[config.mk]
export PLATFORM = sky130hd
export DESIGN_NAME = power_monitor_moving_average
export DESIGN_NICKNAME = d
export VERILOG_FILES = /design/src/rtl/core/pma_pkg.sv /design/src/rtl/core/pma_window.sv /design/src/rtl/core/pma_mean.sv /design/src/rtl/core/pma_level.sv /design/src/rtl/core/power_monitor_moving_average.sv
export SDC_FILE = /design/constraint.sdc
export NUM_CORES = 2
export LEC_CHECK = 0
export ABC_AREA = 1
export BUFFER_PORTS_ARGS = -buffer_cell sky130_fd_sc_hd__buf_2
export CORE_MARGIN = 5
export CORE_UTILIZATION = 60
export CTS_CLUSTER_DIAMETER = 100
export DETAILED_ROUTE_END_ITERATION = 10
export HOLD_SLACK_MARGIN = 0.05
export PLACE_DENSITY = 0.75
export SKIP_CTS_REPAIR_TIMING = 1
export SYNTH_ARGS = -nofsm -noshare
export SYNTH_HDL_FRONTEND = slang
export SYNTH_SLANG_ARGS = --single-unit
[constraint.sdc]
create_clock -name i_clk -period 9.7 [get_ports i_clk]
set_clock_uncertainty 0.05 [all_clocks]
set_input_delay 0.485 -clock i_clk [delete_from_list [all_inputs] [get_ports i_clk]]
set_output_delay 0.485 -clock i_clk [all_outputs]
set_load 0.01 [all_outputs]
[src/rtl/core/pma_pkg.sv]
`default_nettype none

package pma_pkg;

    localparam int SAMPLE_W    = 16;
    localparam int LEVEL_W     = 3;
    localparam int CFG_INDEX_W = 3;

    localparam logic [CFG_INDEX_W-1:0] REG_CRIT          = 3'd0;
    localparam logic [CFG_INDEX_W-1:0] REG_EMPTY         = 3'd1;
    localparam logic [CFG_INDEX_W-1:0] REG_QUARTER       = 3'd2;
    localparam logic [CFG_INDEX_W-1:0] REG_HALF          = 3'd3;
    localparam logic [CFG_INDEX_W-1:0] REG_THREE_QUARTER = 3'd4;

    localparam logic [LEVEL_W-1:0] LEVEL_CRITICAL      = 3'd0;
    localparam logic [LEVEL_W-1:0] LEVEL_EMPTY         = 3'd1;
    localparam logic [LEVEL_W-1:0] LEVEL_QUARTER       = 3'd2;
    localparam logic [LEVEL_W-1:0] LEVEL_HALF          = 3'd3;
    localparam logic [LEVEL_W-1:0] LEVEL_THREE_QUARTER = 3'd4;
    localparam logic [LEVEL_W-1:0] LEVEL_FULL          = 3'd5;

    typedef struct packed {
        logic [SAMPLE_W-1:0] crit_mv;
        logic [SAMPLE_W-1:0] empty_mv;
        logic [SAMPLE_W-1:0] quarter_mv;
        logic [SAMPLE_W-1:0] half_mv;
        logic [SAMPLE_W-1:0] three_quarter_mv;
    } t_levels;

    localparam t_levels LEVELS_RESET = '{
        crit_mv:          16'd3400,
        empty_mv:         16'd3500,
        quarter_mv:       16'd3650,
        half_mv:          16'd3800,
        three_quarter_mv: 16'd3950
    };

endpackage

`default_nettype wire

[src/rtl/core/pma_window.sv]
`default_nettype none

module pma_window #(
    parameter int DEPTH = 8
) (
    input  wire logic                                           i_clk,
    input  wire logic                                           i_rst_n,
    input  wire logic                                           i_load,
    input  wire logic                                           i_prime,
    input  wire logic [pma_pkg::SAMPLE_W-1:0]                   i_sample,
    output logic      [pma_pkg::SAMPLE_W+$clog2(DEPTH)-1:0]     o_sum
);
    import pma_pkg::*;

    localparam int SUM_W = SAMPLE_W + $clog2(DEPTH);

    // The window is a shift line: the newest sample enters tap zero and the
    // oldest leaves from the last tap, so the running sum needs only one tap.
    logic [SAMPLE_W-1:0] r_taps [DEPTH];
    logic [SUM_W-1:0]    r_sum;
    logic [SUM_W-1:0]    n_sum;

    always_comb begin
        if (i_prime) begin
            n_sum = SUM_W'(i_sample) * SUM_W'(DEPTH);
        end else begin
            n_sum = r_sum + SUM_W'(i_sample) - SUM_W'(r_taps[DEPTH-1]);
        end
    end

    always_ff @(posedge i_clk) begin
        if (!i_rst_n) begin
            r_sum <= '0;
            for (int k = 0; k < DEPTH; k++) begin
                r_taps[k] <= '0;
            end
        end else if (i_load) begin
            r_sum <= n_sum;
            if (i_prime) begin
                for (int k = 0; k < DEPTH; k++) begin
                    r_taps[k] <= i_sample;
                end
            end else begin
                r_taps[0] <= i_sample;
                for (int k = 1; k < DEPTH; k++) begin
                    r_taps[k] <= r_taps[k-1];
                end
            end
        end
    end

    assign o_sum = r_sum;

endmodule

`default_nettype wire

[src/rtl/core/pma_mean.sv]
`default_nettype none

module pma_mean #(
    parameter int DEPTH = 8
) (
    input  wire logic [pma_pkg::SAMPLE_W+$clog2(DEPTH)-1:0] i_sum,
    output logic      [pma_pkg::SAMPLE_W-1:0]               o_mean
);
    import pma_pkg::*;

    localparam int SUM_W  = SAMPLE_W + $clog2(DEPTH);
    localparam int SHIFT  = SUM_W + $clog2(DEPTH);
    localparam int MULT_W = SUM_W + 1;
    localparam int PROD_W = SUM_W + MULT_W;
    localparam logic [MULT_W-1:0] RECIP =
        MULT_W'(((64'd1 << SHIFT) + 64'(DEPTH) - 64'd1) / 64'(DEPTH));

    // Division by the depth as a multiplication by a rounded-up reciprocal;
    // the extra fraction bits make the truncated quotient exact for any sum.
    logic [PROD_W-1:0] product;

    assign product = PROD_W'(i_sum) * PROD_W'(RECIP);
    assign o_mean  = product[SHIFT +: SAMPLE_W];

endmodule

`default_nettype wire

[src/rtl/core/pma_level.sv]
`default_nettype none

module pma_level (
    input  wire logic [pma_pkg::SAMPLE_W-1:0] i_mean_mv,
    input  wire pma_pkg::t_levels             i_levels,
    output logic      [pma_pkg::LEVEL_W-1:0]  o_level
);
    import pma_pkg::*;

    always_comb begin
        priority if (i_mean_mv <= i_levels.crit_mv) begin
            o_level = LEVEL_CRITICAL;
        end else if (i_mean_mv <= i_levels.empty_mv) begin
            o_level = LEVEL_EMPTY;
        end else if (i_mean_mv <= i_levels.quarter_mv) begin
            o_level = LEVEL_QUARTER;
        end else if (i_mean_mv <= i_levels.half_mv) begin
            o_level = LEVEL_HALF;
        end else if (i_mean_mv <= i_levels.three_quarter_mv) begin
            o_level = LEVEL_THREE_QUARTER;
        end else begin
            o_level = LEVEL_FULL;
        end
    end

endmodule

`default_nettype wire

[src/rtl/core/power_monitor_moving_average.sv]
// Throughput: one item per cycle unless stalled; each accepted item updates every window,
// except that the battery window is updated only when i_battery_valid is set.
// Stages: window and running-sum update, reciprocal multiply for the means, level and output.
// Reset is synchronous and active low: windows and sums clear to zero, thresholds
// return to their defaults and all stage valid flags clear.
`default_nettype none

module power_monitor_moving_average #(
    parameter int BATTERY_DEPTH = 8,
    parameter int AUX_DEPTH     = 8
) (
    input  wire logic                                i_clk,
    input  wire logic                                i_rst_n,

    input  wire logic                                i_cfg_wr_en,
    input  wire logic [pma_pkg::CFG_INDEX_W-1:0]     i_cfg_index,
    input  wire logic [pma_pkg::SAMPLE_W-1:0]        i_cfg_data,

    input  wire logic                                i_valid,
    output logic                                     o_stall,
    input  wire logic [pma_pkg::SAMPLE_W-1:0]        i_battery_mv,
    input  wire logic                                i_battery_valid,
    input  wire logic [pma_pkg::SAMPLE_W-1:0]        i_load_ma,
    input  wire logic [pma_pkg::SAMPLE_W-1:0]        i_usb_mv,
    input  wire logic [pma_pkg::SAMPLE_W-1:0]        i_usb_ma,
    input  wire logic                                i_prime,

    output logic                                     o_valid,
    input  wire logic                                i_stall,
    output logic      [pma_pkg::SAMPLE_W-1:0]        o_battery_avg_mv,
    output logic      [pma_pkg::SAMPLE_W-1:0]        o_load_avg_ma,
    output logic      [pma_pkg::SAMPLE_W-1:0]        o_usb_avg_mv,
    output logic      [pma_pkg::SAMPLE_W-1:0]        o_usb_avg_ma,
    output logic      [pma_pkg::LEVEL_W-1:0]         o_battery_level
);
    import pma_pkg::*;

    localparam int BAT_SUM_W = SAMPLE_W + $clog2(BATTERY_DEPTH);
    localparam int AUX_SUM_W = SAMPLE_W + $clog2(AUX_DEPTH);

    t_levels r_levels;

    logic r_v1;
    logic r_v2;
    logic r_v3;
    logic en1;
    logic en2;
    logic en3;
    logic accept;

    logic [BAT_SUM_W-1:0] bat_sum;
    logic [AUX_SUM_W-1:0] load_sum;
    logic [AUX_SUM_W-1:0] usb_v_sum;
    logic [AUX_SUM_W-1:0] usb_a_sum;

    logic [SAMPLE_W-1:0] bat_mean;
    logic [SAMPLE_W-1:0] load_mean;
    logic [SAMPLE_W-1:0] usb_v_mean;
    logic [SAMPLE_W-1:0] usb_a_mean;

    logic [SAMPLE_W-1:0] r_mean_bat;
    logic [SAMPLE_W-1:0] r_mean_load;
    logic [SAMPLE_W-1:0] r_mean_usb_v;
    logic [SAMPLE_W-1:0] r_mean_usb_a;

    logic [LEVEL_W-1:0] level;

    logic [SAMPLE_W-1:0] r_out_bat;
    logic [SAMPLE_W-1:0] r_out_load;
    logic [SAMPLE_W-1:0] r_out_usb_v;
    logic [SAMPLE_W-1:0] r_out_usb_a;
    logic [LEVEL_W-1:0]  r_out_level;

    always_ff @(posedge i_clk) begin
        if (!i_rst_n) begin
            r_levels <= LEVELS_RESET;
        end else if (i_cfg_wr_en) begin
            unique case (i_cfg_index)
                REG_CRIT:          r_levels.crit_mv          <= i_cfg_data;
                REG_EMPTY:         r_levels.empty_mv         <= i_cfg_data;
                REG_QUARTER:       r_levels.quarter_mv       <= i_cfg_data;
                REG_HALF:          r_levels.half_mv          <= i_cfg_data;
                REG_THREE_QUARTER: r_levels.three_quarter_mv <= i_cfg_data;
                default: begin
                end
            endcase
        end
    end

    assign en3     = !r_v3 || !i_stall;
    assign en2     = !r_v2 || en3;
    assign en1     = !r_v1 || en2;
    assign o_stall = !en1;
    assign accept  = i_valid && en1;

    // An invalid battery sample leaves the battery window untouched, prime or not.
    pma_window #(.DEPTH(BATTERY_DEPTH)) u_bat_window (
        .i_clk    (i_clk),
        .i_rst_n  (i_rst_n),
        .i_load   (accept && i_battery_valid),
        .i_prime  (i_prime),
        .i_sample (i_battery_mv),
        .o_sum    (bat_sum)
    );

    pma_window #(.DEPTH(AUX_DEPTH)) u_load_window (
        .i_clk    (i_clk),
        .i_rst_n  (i_rst_n),
        .i_load   (accept),
        .i_prime  (i_prime),
        .i_sample (i_load_ma),
        .o_sum    (load_sum)
    );

    pma_window #(.DEPTH(AUX_DEPTH)) u_usb_v_window (
        .i_clk    (i_clk),
        .i_rst_n  (i_rst_n),
        .i_load   (accept),
        .i_prime  (i_prime),
        .i_sample (i_usb_mv),
        .o_sum    (usb_v_sum)
    );

    pma_window #(.DEPTH(AUX_DEPTH)) u_usb_a_window (
        .i_clk    (i_clk),
        .i_rst_n  (i_rst_n),
        .i_load   (accept),
        .i_prime  (i_prime),
        .i_sample (i_usb_ma),
        .o_sum    (usb_a_sum)
    );

    pma_mean #(.DEPTH(BATTERY_DEPTH)) u_bat_mean (
        .i_sum  (bat_sum),
        .o_mean (bat_mean)
    );

    pma_mean #(.DEPTH(AUX_DEPTH)) u_load_mean (
        .i_sum  (load_sum),
        .o_mean (load_mean)
    );

    pma_mean #(.DEPTH(AUX_DEPTH)) u_usb_v_mean (
        .i_sum  (usb_v_sum),
        .o_mean (usb_v_mean)
    );

    pma_mean #(.DEPTH(AUX_DEPTH)) u_usb_a_mean (
        .i_sum  (usb_a_sum),
        .o_mean (usb_a_mean)
    );

    pma_level u_level (
        .i_mean_mv (r_mean_bat),
        .i_levels  (r_levels),
        .o_level   (level)
    );

    always_ff @(posedge i_clk) begin
        if (!i_rst_n) begin
            r_v1 <= 1'b0;
            r_v2 <= 1'b0;
            r_v3 <= 1'b0;
        end else begin
            if (en1) begin
                r_v1 <= i_valid;
            end
            if (en2) begin
                r_v2 <= r_v1;
            end
            if (en3) begin
                r_v3 <= r_v2;
            end
        end
    end

    always_ff @(posedge i_clk) begin
        if (en2) begin
            r_mean_bat   <= bat_mean;
            r_mean_load  <= load_mean;
            r_mean_usb_v <= usb_v_mean;
            r_mean_usb_a <= usb_a_mean;
        end
        if (en3) begin
            r_out_bat   <= r_mean_bat;
            r_out_load  <= r_mean_load;
            r_out_usb_v <= r_mean_usb_v;
            r_out_usb_a <= r_mean_usb_a;
            r_out_level <= level;
        end
    end

    assign o_valid          = r_v3;
    assign o_battery_avg_mv = r_out_bat;
    assign o_load_avg_ma    = r_out_load;
    assign o_usb_avg_mv     = r_out_usb_v;
    assign o_usb_avg_ma     = r_out_usb_a;
    assign o_battery_level  = r_out_level;

    a_rise_from_stage2: assert property (@(posedge i_clk) disable iff (!i_rst_n)
        $rose(o_valid) |-> $past(r_v2))
        else $error("result appeared without an item in the mean stage");

    a_stage2_holds: assert property (@(posedge i_clk) disable iff (!i_rst_n)
        (r_v2 && !en2) |=> (r_v2 && $stable(r_mean_bat) && $stable(r_mean_load)))
        else $error("held mean stage was overwritten");

    a_level_range: assert property (@(posedge i_clk) disable iff (!i_rst_n)
        o_valid |-> (o_battery_level <= LEVEL_FULL))
        else $error("battery level out of range");

endmodule

`default_nettype wire
After elaboration in Yosys (flattened, before gate mapping) --
Memories as Yosys holds them, arrays and structs flattened. Index checks and enable logic that the tools add are counted.
Word-level totals: register bits after elaboration 290, bits in latches 0, RAM bits 512, ROM bits 0, input port bits 90, output and inout port bits 69, word-level logic and storage cells 213, memories kept 4
Operators by class: add/sub/neg operators 8, multiply operators 0, divide/modulo/power cells 0, order comparisons 5, equal/unequal tests 4, shift operators 0, mux-type cells 87, bitwise gates (word level) 64, reduce and logical (&&, ||, !) cells 18
Memories:
- u_bat_window.r_taps | depth 8, bits a word 16, rd ports 8, clocked after Yosys merged registers in 0, write ports 8, RTL line pma_window.sv:19 | logic [SAMPLE_W-1:0] r_taps [DEPTH];
- u_load_window.r_taps | depth 8, bits a word 16, rd ports 8, clocked after Yosys merged registers in 0, write ports 8, RTL line pma_window.sv:19
- u_usb_a_window.r_taps | depth 8, bits a word 16, rd ports 8, clocked after Yosys merged registers in 0, write ports 8, RTL line pma_window.sv:19
- u_usb_v_window.r_taps | depth 8, bits a word 16, rd ports 8, clocked after Yosys merged registers in 0, write ports 8, RTL line pma_window.sv:19
Operators by type and width (number):
- $mux W16 | 64
- $le A16 B16 Y1 | 5
- $add A19 B16 Y19 | 4
- $mux W19 | 4
- $sub A19 B16 Y19 | 4
- $or A1 B1 Y1 | 64
- $mux W1 | 17
- $reduce_and A2 Y1 | 5
- $eq A3 B2 Y1 const B | 2
- $logic_not A1 Y1 | 5
- $mux W2 | 2
- $reduce_or A4 Y1 | 1
- $eq A3 B1 Y1 const B | 1
- $eq A3 B3 Y1 const B | 1
- $logic_not A3 Y1 | 1
- $logic_or A1 B1 Y1 | 3
- $logic_and A1 B1 Y1 | 2
- $reduce_or A2 Y1 | 1

Depth between registers and ports, before layout --
depth in word-level cells 11, gate-level depth with buffers 16, depth with buffers taken out 16

Cells and area by module --
A second synthesis with hierarchy kept.
Unflattened totals: cell total of the unflattened synthesis 4176, area, all modules 39818.2 um^2
Modules (own cells, without submodules):
- pma_window (u_usb_a_window ...) | instances 2, cells each 810, area each 7579.8 um^2, seq. area each 4224.1 um^2
- pma_window (u_bat_window) | instances 1, cells each 801, area each 7477.2 um^2, seq. area each 4224.1 um^2
- pma_window (u_load_window) | instances 1, cells each 796, area each 7445.9 um^2, seq. area each 4224.1 um^2
- power_monitor_moving_average | instances 1, cells each 557, area each 7113.1 um^2, seq. area each 5595.4 um^2
- pma_level | instances 1, cells each 338, area each 2142.1 um^2, seq. area each 0.0 um^2
- pma_mean | instances 4, cells each 16, area each 120.1 um^2, seq. area each 0.0 um^2

Worst setup path after synthesis --
Ideal clock, no wire load.
kind in2reg, start input i_stall, end memory u_load_window.r_taps[0][0], enable pin, setup time 0.632 ns, arrival time 7.082 ns, data required time 9.018 ns, path slack 1.936 ns, cell stages on the path 6, buffers on the path 1, cell sequence nand3_2 nor2_4 nor2_4 nor2_2 inv_1 clkbuf_1
RTL lines:
- start: declaration | RTL line power_monitor_moving_average.sv:29 | input wire logic i_stall,
- end: declaration | RTL line pma_window.sv:19

==> impl_metrics.yaml <==
yosys:
  yosys-top-cells-count: "1138 x nand2_1, 643 x edfxtp_1, 478 x inv_1"
  async_flop_share_pct: 0
  synth_edf_count: 643
  synth_area_leaders: "edfxtp_1 51%, nand2_1 11%, dfxtp_1 8.5%"
  ys_seq_area_share_pct: 59.9
  ys_warn_count: 0
  yosysMostFrequentCell: "nand2_1"
  synth-seq-cells: 802
  synth_top_area_share_pct: 51.4
  synth_area_mm2: 0.0376
  yosysTopAreaCell: "edfxtp_1"
  synthCells: 3745
  synth_cell_types: 46
  syn-mean-instance-area_um2: 10.0
  ys.flop_type: "edfxtp_1"
  synth_nets: 4055
routing:
  firstDrtPassIters: 6
  routedLengthMet1_mm: 37.2
  met2WireLength_mm: 39.8
  wl_met3_mm: 5.94
  ant_nets: 0
  vias_per_cell: 5.47
  routedWlPerCell_um: 17.7
  totalWireLength_mm: 85.0
  top_layer_used: "met5"
  vias: 26239
  drc: 0
  drt_iter0_drc: 2466
placed_design:
  dpl_cell_area_mm2: 0.0390
  numPortBuffers: 158
  place_ws_ps: 4700
  hpwl_mm: 55.6
  place_congestion: 0.921
power:
  power.total_uw: 9030
  combPwrFrac_pct: 18.0
  pwr-share-clk_pct: 35.3
  p_switching_uw: 2560
  peakVddDrop_uv: 151
  p_leak_uw: 0.0192
  netSwitchingFraction_pct: 28.4
  p_int_uw: 6470
  p_seq_share_pct: 46.7
  cellPowerDensity_mw_per_mm2: 216
floorplanning:
  rows: 91
  dieArea_mm2: 0.0677
  io_pins: 159
  core_mm2: 0.0618
  die_w_um: 260
  initial_core_util_pct: 60.7
  die-height_um: 260
worst_hold_path:
  hold_depth: 3
  hold_class: "in -> reg"
  hp-start: "i_valid"
  hold_end: "r_v1"
global_route:
  grt_usage_pct: 25.0
  grt_max_degree: 225
  grt_pass1_vias: 25378
  grt-ovfl-total: 0
  antenna_found_initial: 5
  grt_first_pass_wirelength_mm: 134
sta:
  setup_viol: 0
  rsz0062_at_grt: "false"
  tightest_slew_ps: 1160
  slew_viol_final: 0
  fmaxAchievable_ghz: 0.207
  worst_slack_ps: 4870
  period_share_pct: 49.8
  relSlewSlack_pct: 22.3
  setup_tns_ps: 0
  hold_violations: 0
  fin_crit_ps: 4830
layout:
  final_util_pct: 67.6
  final_layout_size_suffix_gt1_share_pct: 8.56
  fin_area_mm2: 0.0418
  syn_to_final_growth_pct: 11.3
  nFillCells: 4799
  fin_nets: 4199
clocking:
  clock_latency_ps: 640
  cts_tree: "done"
  cts_buffers: 84
  cts_root_buf: "clkbuf_16"
  clock-sinks: 802
  clk_path_buf_depth: 3
  clk_pin_slew_ps: 60
  htree_levels: 3
setup_path:
  criticalPathCategory: "reg -> reg"
  r2r-end: "u_usb_v_window.r_taps[0][91]"
  reg2regPathDepth: 12
  crit_path_end_kind: "register"
  crit_arrival_ps: 5270
  reg2reg_slack_ps: 4870
  cp_max_fo: 66
  r2r_start: "o_valid"
  cp.required_ps: 10140
  setup.worst_path.start_class: "register"
run:
  maxCapViolCount: 0
outcome:
  status: "complete, no violations"
## layer usage
layer / track usage [%] / vias to the layer above
met3: 4.33 / 140
met4: 6.60 / 2
met1: 35.6 / 12524
li1: - / 12729
met2: 40.3 / 844
met5: 0 / -
## power by group through the flow
stage	registers (µW)	clock network, µW	logic, µW
after floorplan	4260	0	1160
after global placement	4280	0	1560
after detailed placement	4290	0	1590
after global routing	4240	3390	1840
final	4220	3190	1630
after CTS	4220	3230	1610
## worst max path at each step
stage / to / from
2_1_floorplan: u_load_window.r_taps[0][0] / i_stall
3_3_place_gp: u_load_window.r_taps[0][89] / i_stall
3_5_place_dp: u_load_window.r_taps[0][90] / i_stall
4_1_cts: u_load_window.r_taps[0][28] / o_valid
5_1_grt: u_usb_v_window.r_taps[0][39] / o_valid
6_report: u_usb_v_window.r_taps[0][91] / o_valid
## cell type report
class / instances / area [µm²] / share of cell area, %
tap: 837 / 1050 / 2.51
clock inverter: 56 / 557 / 1.33
antenna: 6 / 15.0 / 0.0359
timing repair buffer: 177 / 946 / 2.26
sequential: 802 / 22500 / 53.8
inverter: 490 / 1860 / 4.46
multi-input combinational: 2334 / 12700 / 30.4
clock buffer: 99 / 2180 / 5.21
## sequential cells by signal (all words and copies together), names as in the netlist, 19 cells and up
| register | flops |
|---|---|
| r_levels | 80 |
| u_bat_window.o_sum | 19 |
| u_bat_window.r_taps | 128 |
| u_load_window.o_sum | 19 |
| u_load_window.r_taps | 128 |
| u_usb_a_window.o_sum | 19 |
| u_usb_a_window.r_taps | 128 |
| u_usb_v_window.o_sum | 19 |
| u_usb_v_window.r_taps | 128 |
## placed cells by master, fill, tap and decap left out, types with 11 or more instances in the layout
| cell type | synthesis | layout |
|---|---|---|
| a21oi_1 | 252 | 252 |
| o21ai_0 | 229 | 229 |
| clkbuf_1 | 50 | 13 |
| nor3_1 | 17 | 17 |
| nand4_1 | 12 | 12 |
| clkinv_1 | 1 | 20 |
| o211ai_1 | 29 | 29 |
| xnor2_1 | 12 | 12 |
| o21bai_1 | 11 | 11 |
| clkbuf_16 | 0 | 84 |
| dfxtp_1 | 159 | 159 |
| buf_4 | 5 | 18 |
| edfxtp_1 | 643 | 643 |
| nor2_1 | 183 | 183 |
| fa_1 | 64 | 64 |
| nand2_1 | 1138 | 1134 |
| clkinv_2 | 0 | 14 |
| buf_2 | 58 | 158 |
| xor2_1 | 18 | 18 |
| nand3b_1 | 11 | 11 |
| nand3_1 | 98 | 98 |
| ha_1 | 156 | 156 |
| inv_1 | 478 | 475 |
| o22ai_1 | 27 | 27 |
## worst max-delay path, cell delays in order, from the launching register on
cell and delay (ps):
dfxtp_1 370, nand3_4 70, buf_4 750, nor2_4 60, nor2_4 630, inv_4 180
nor2_4 190, inv_2 250, nor2_4 940, inv_2 590, nor2_1 300, inv_1 140
nand2_1 80
## cell families (layout without fill, tap and decap cells)
group / Yosys count / after routing / share of synthesized area, %
AOI/OAI and AO/OA: 595 / 595 / 8.59
xor gates and xnor gates: 30 / 30 / 0.700
adders and majority gates: 220 / 220 / 8.61
buffers and inverters: 609 / 822 / 6.40
DFF: 802 / 802 / 59.9
other: 0 / 6 / 0
and+or+nand+nor: 1489 / 1489 / 15.8
## metrics by stage
stage,hold slack [ps],instances
6_report,53.8,4801
2_1_floorplan,350,3745
3_3_place_gp,351,4640
3_5_place_dp,355,4640
5_1_grt,82.7,4797
4_1_cts,21.5,4795
No activity file was read; power rests on OpenSTA's default activity.
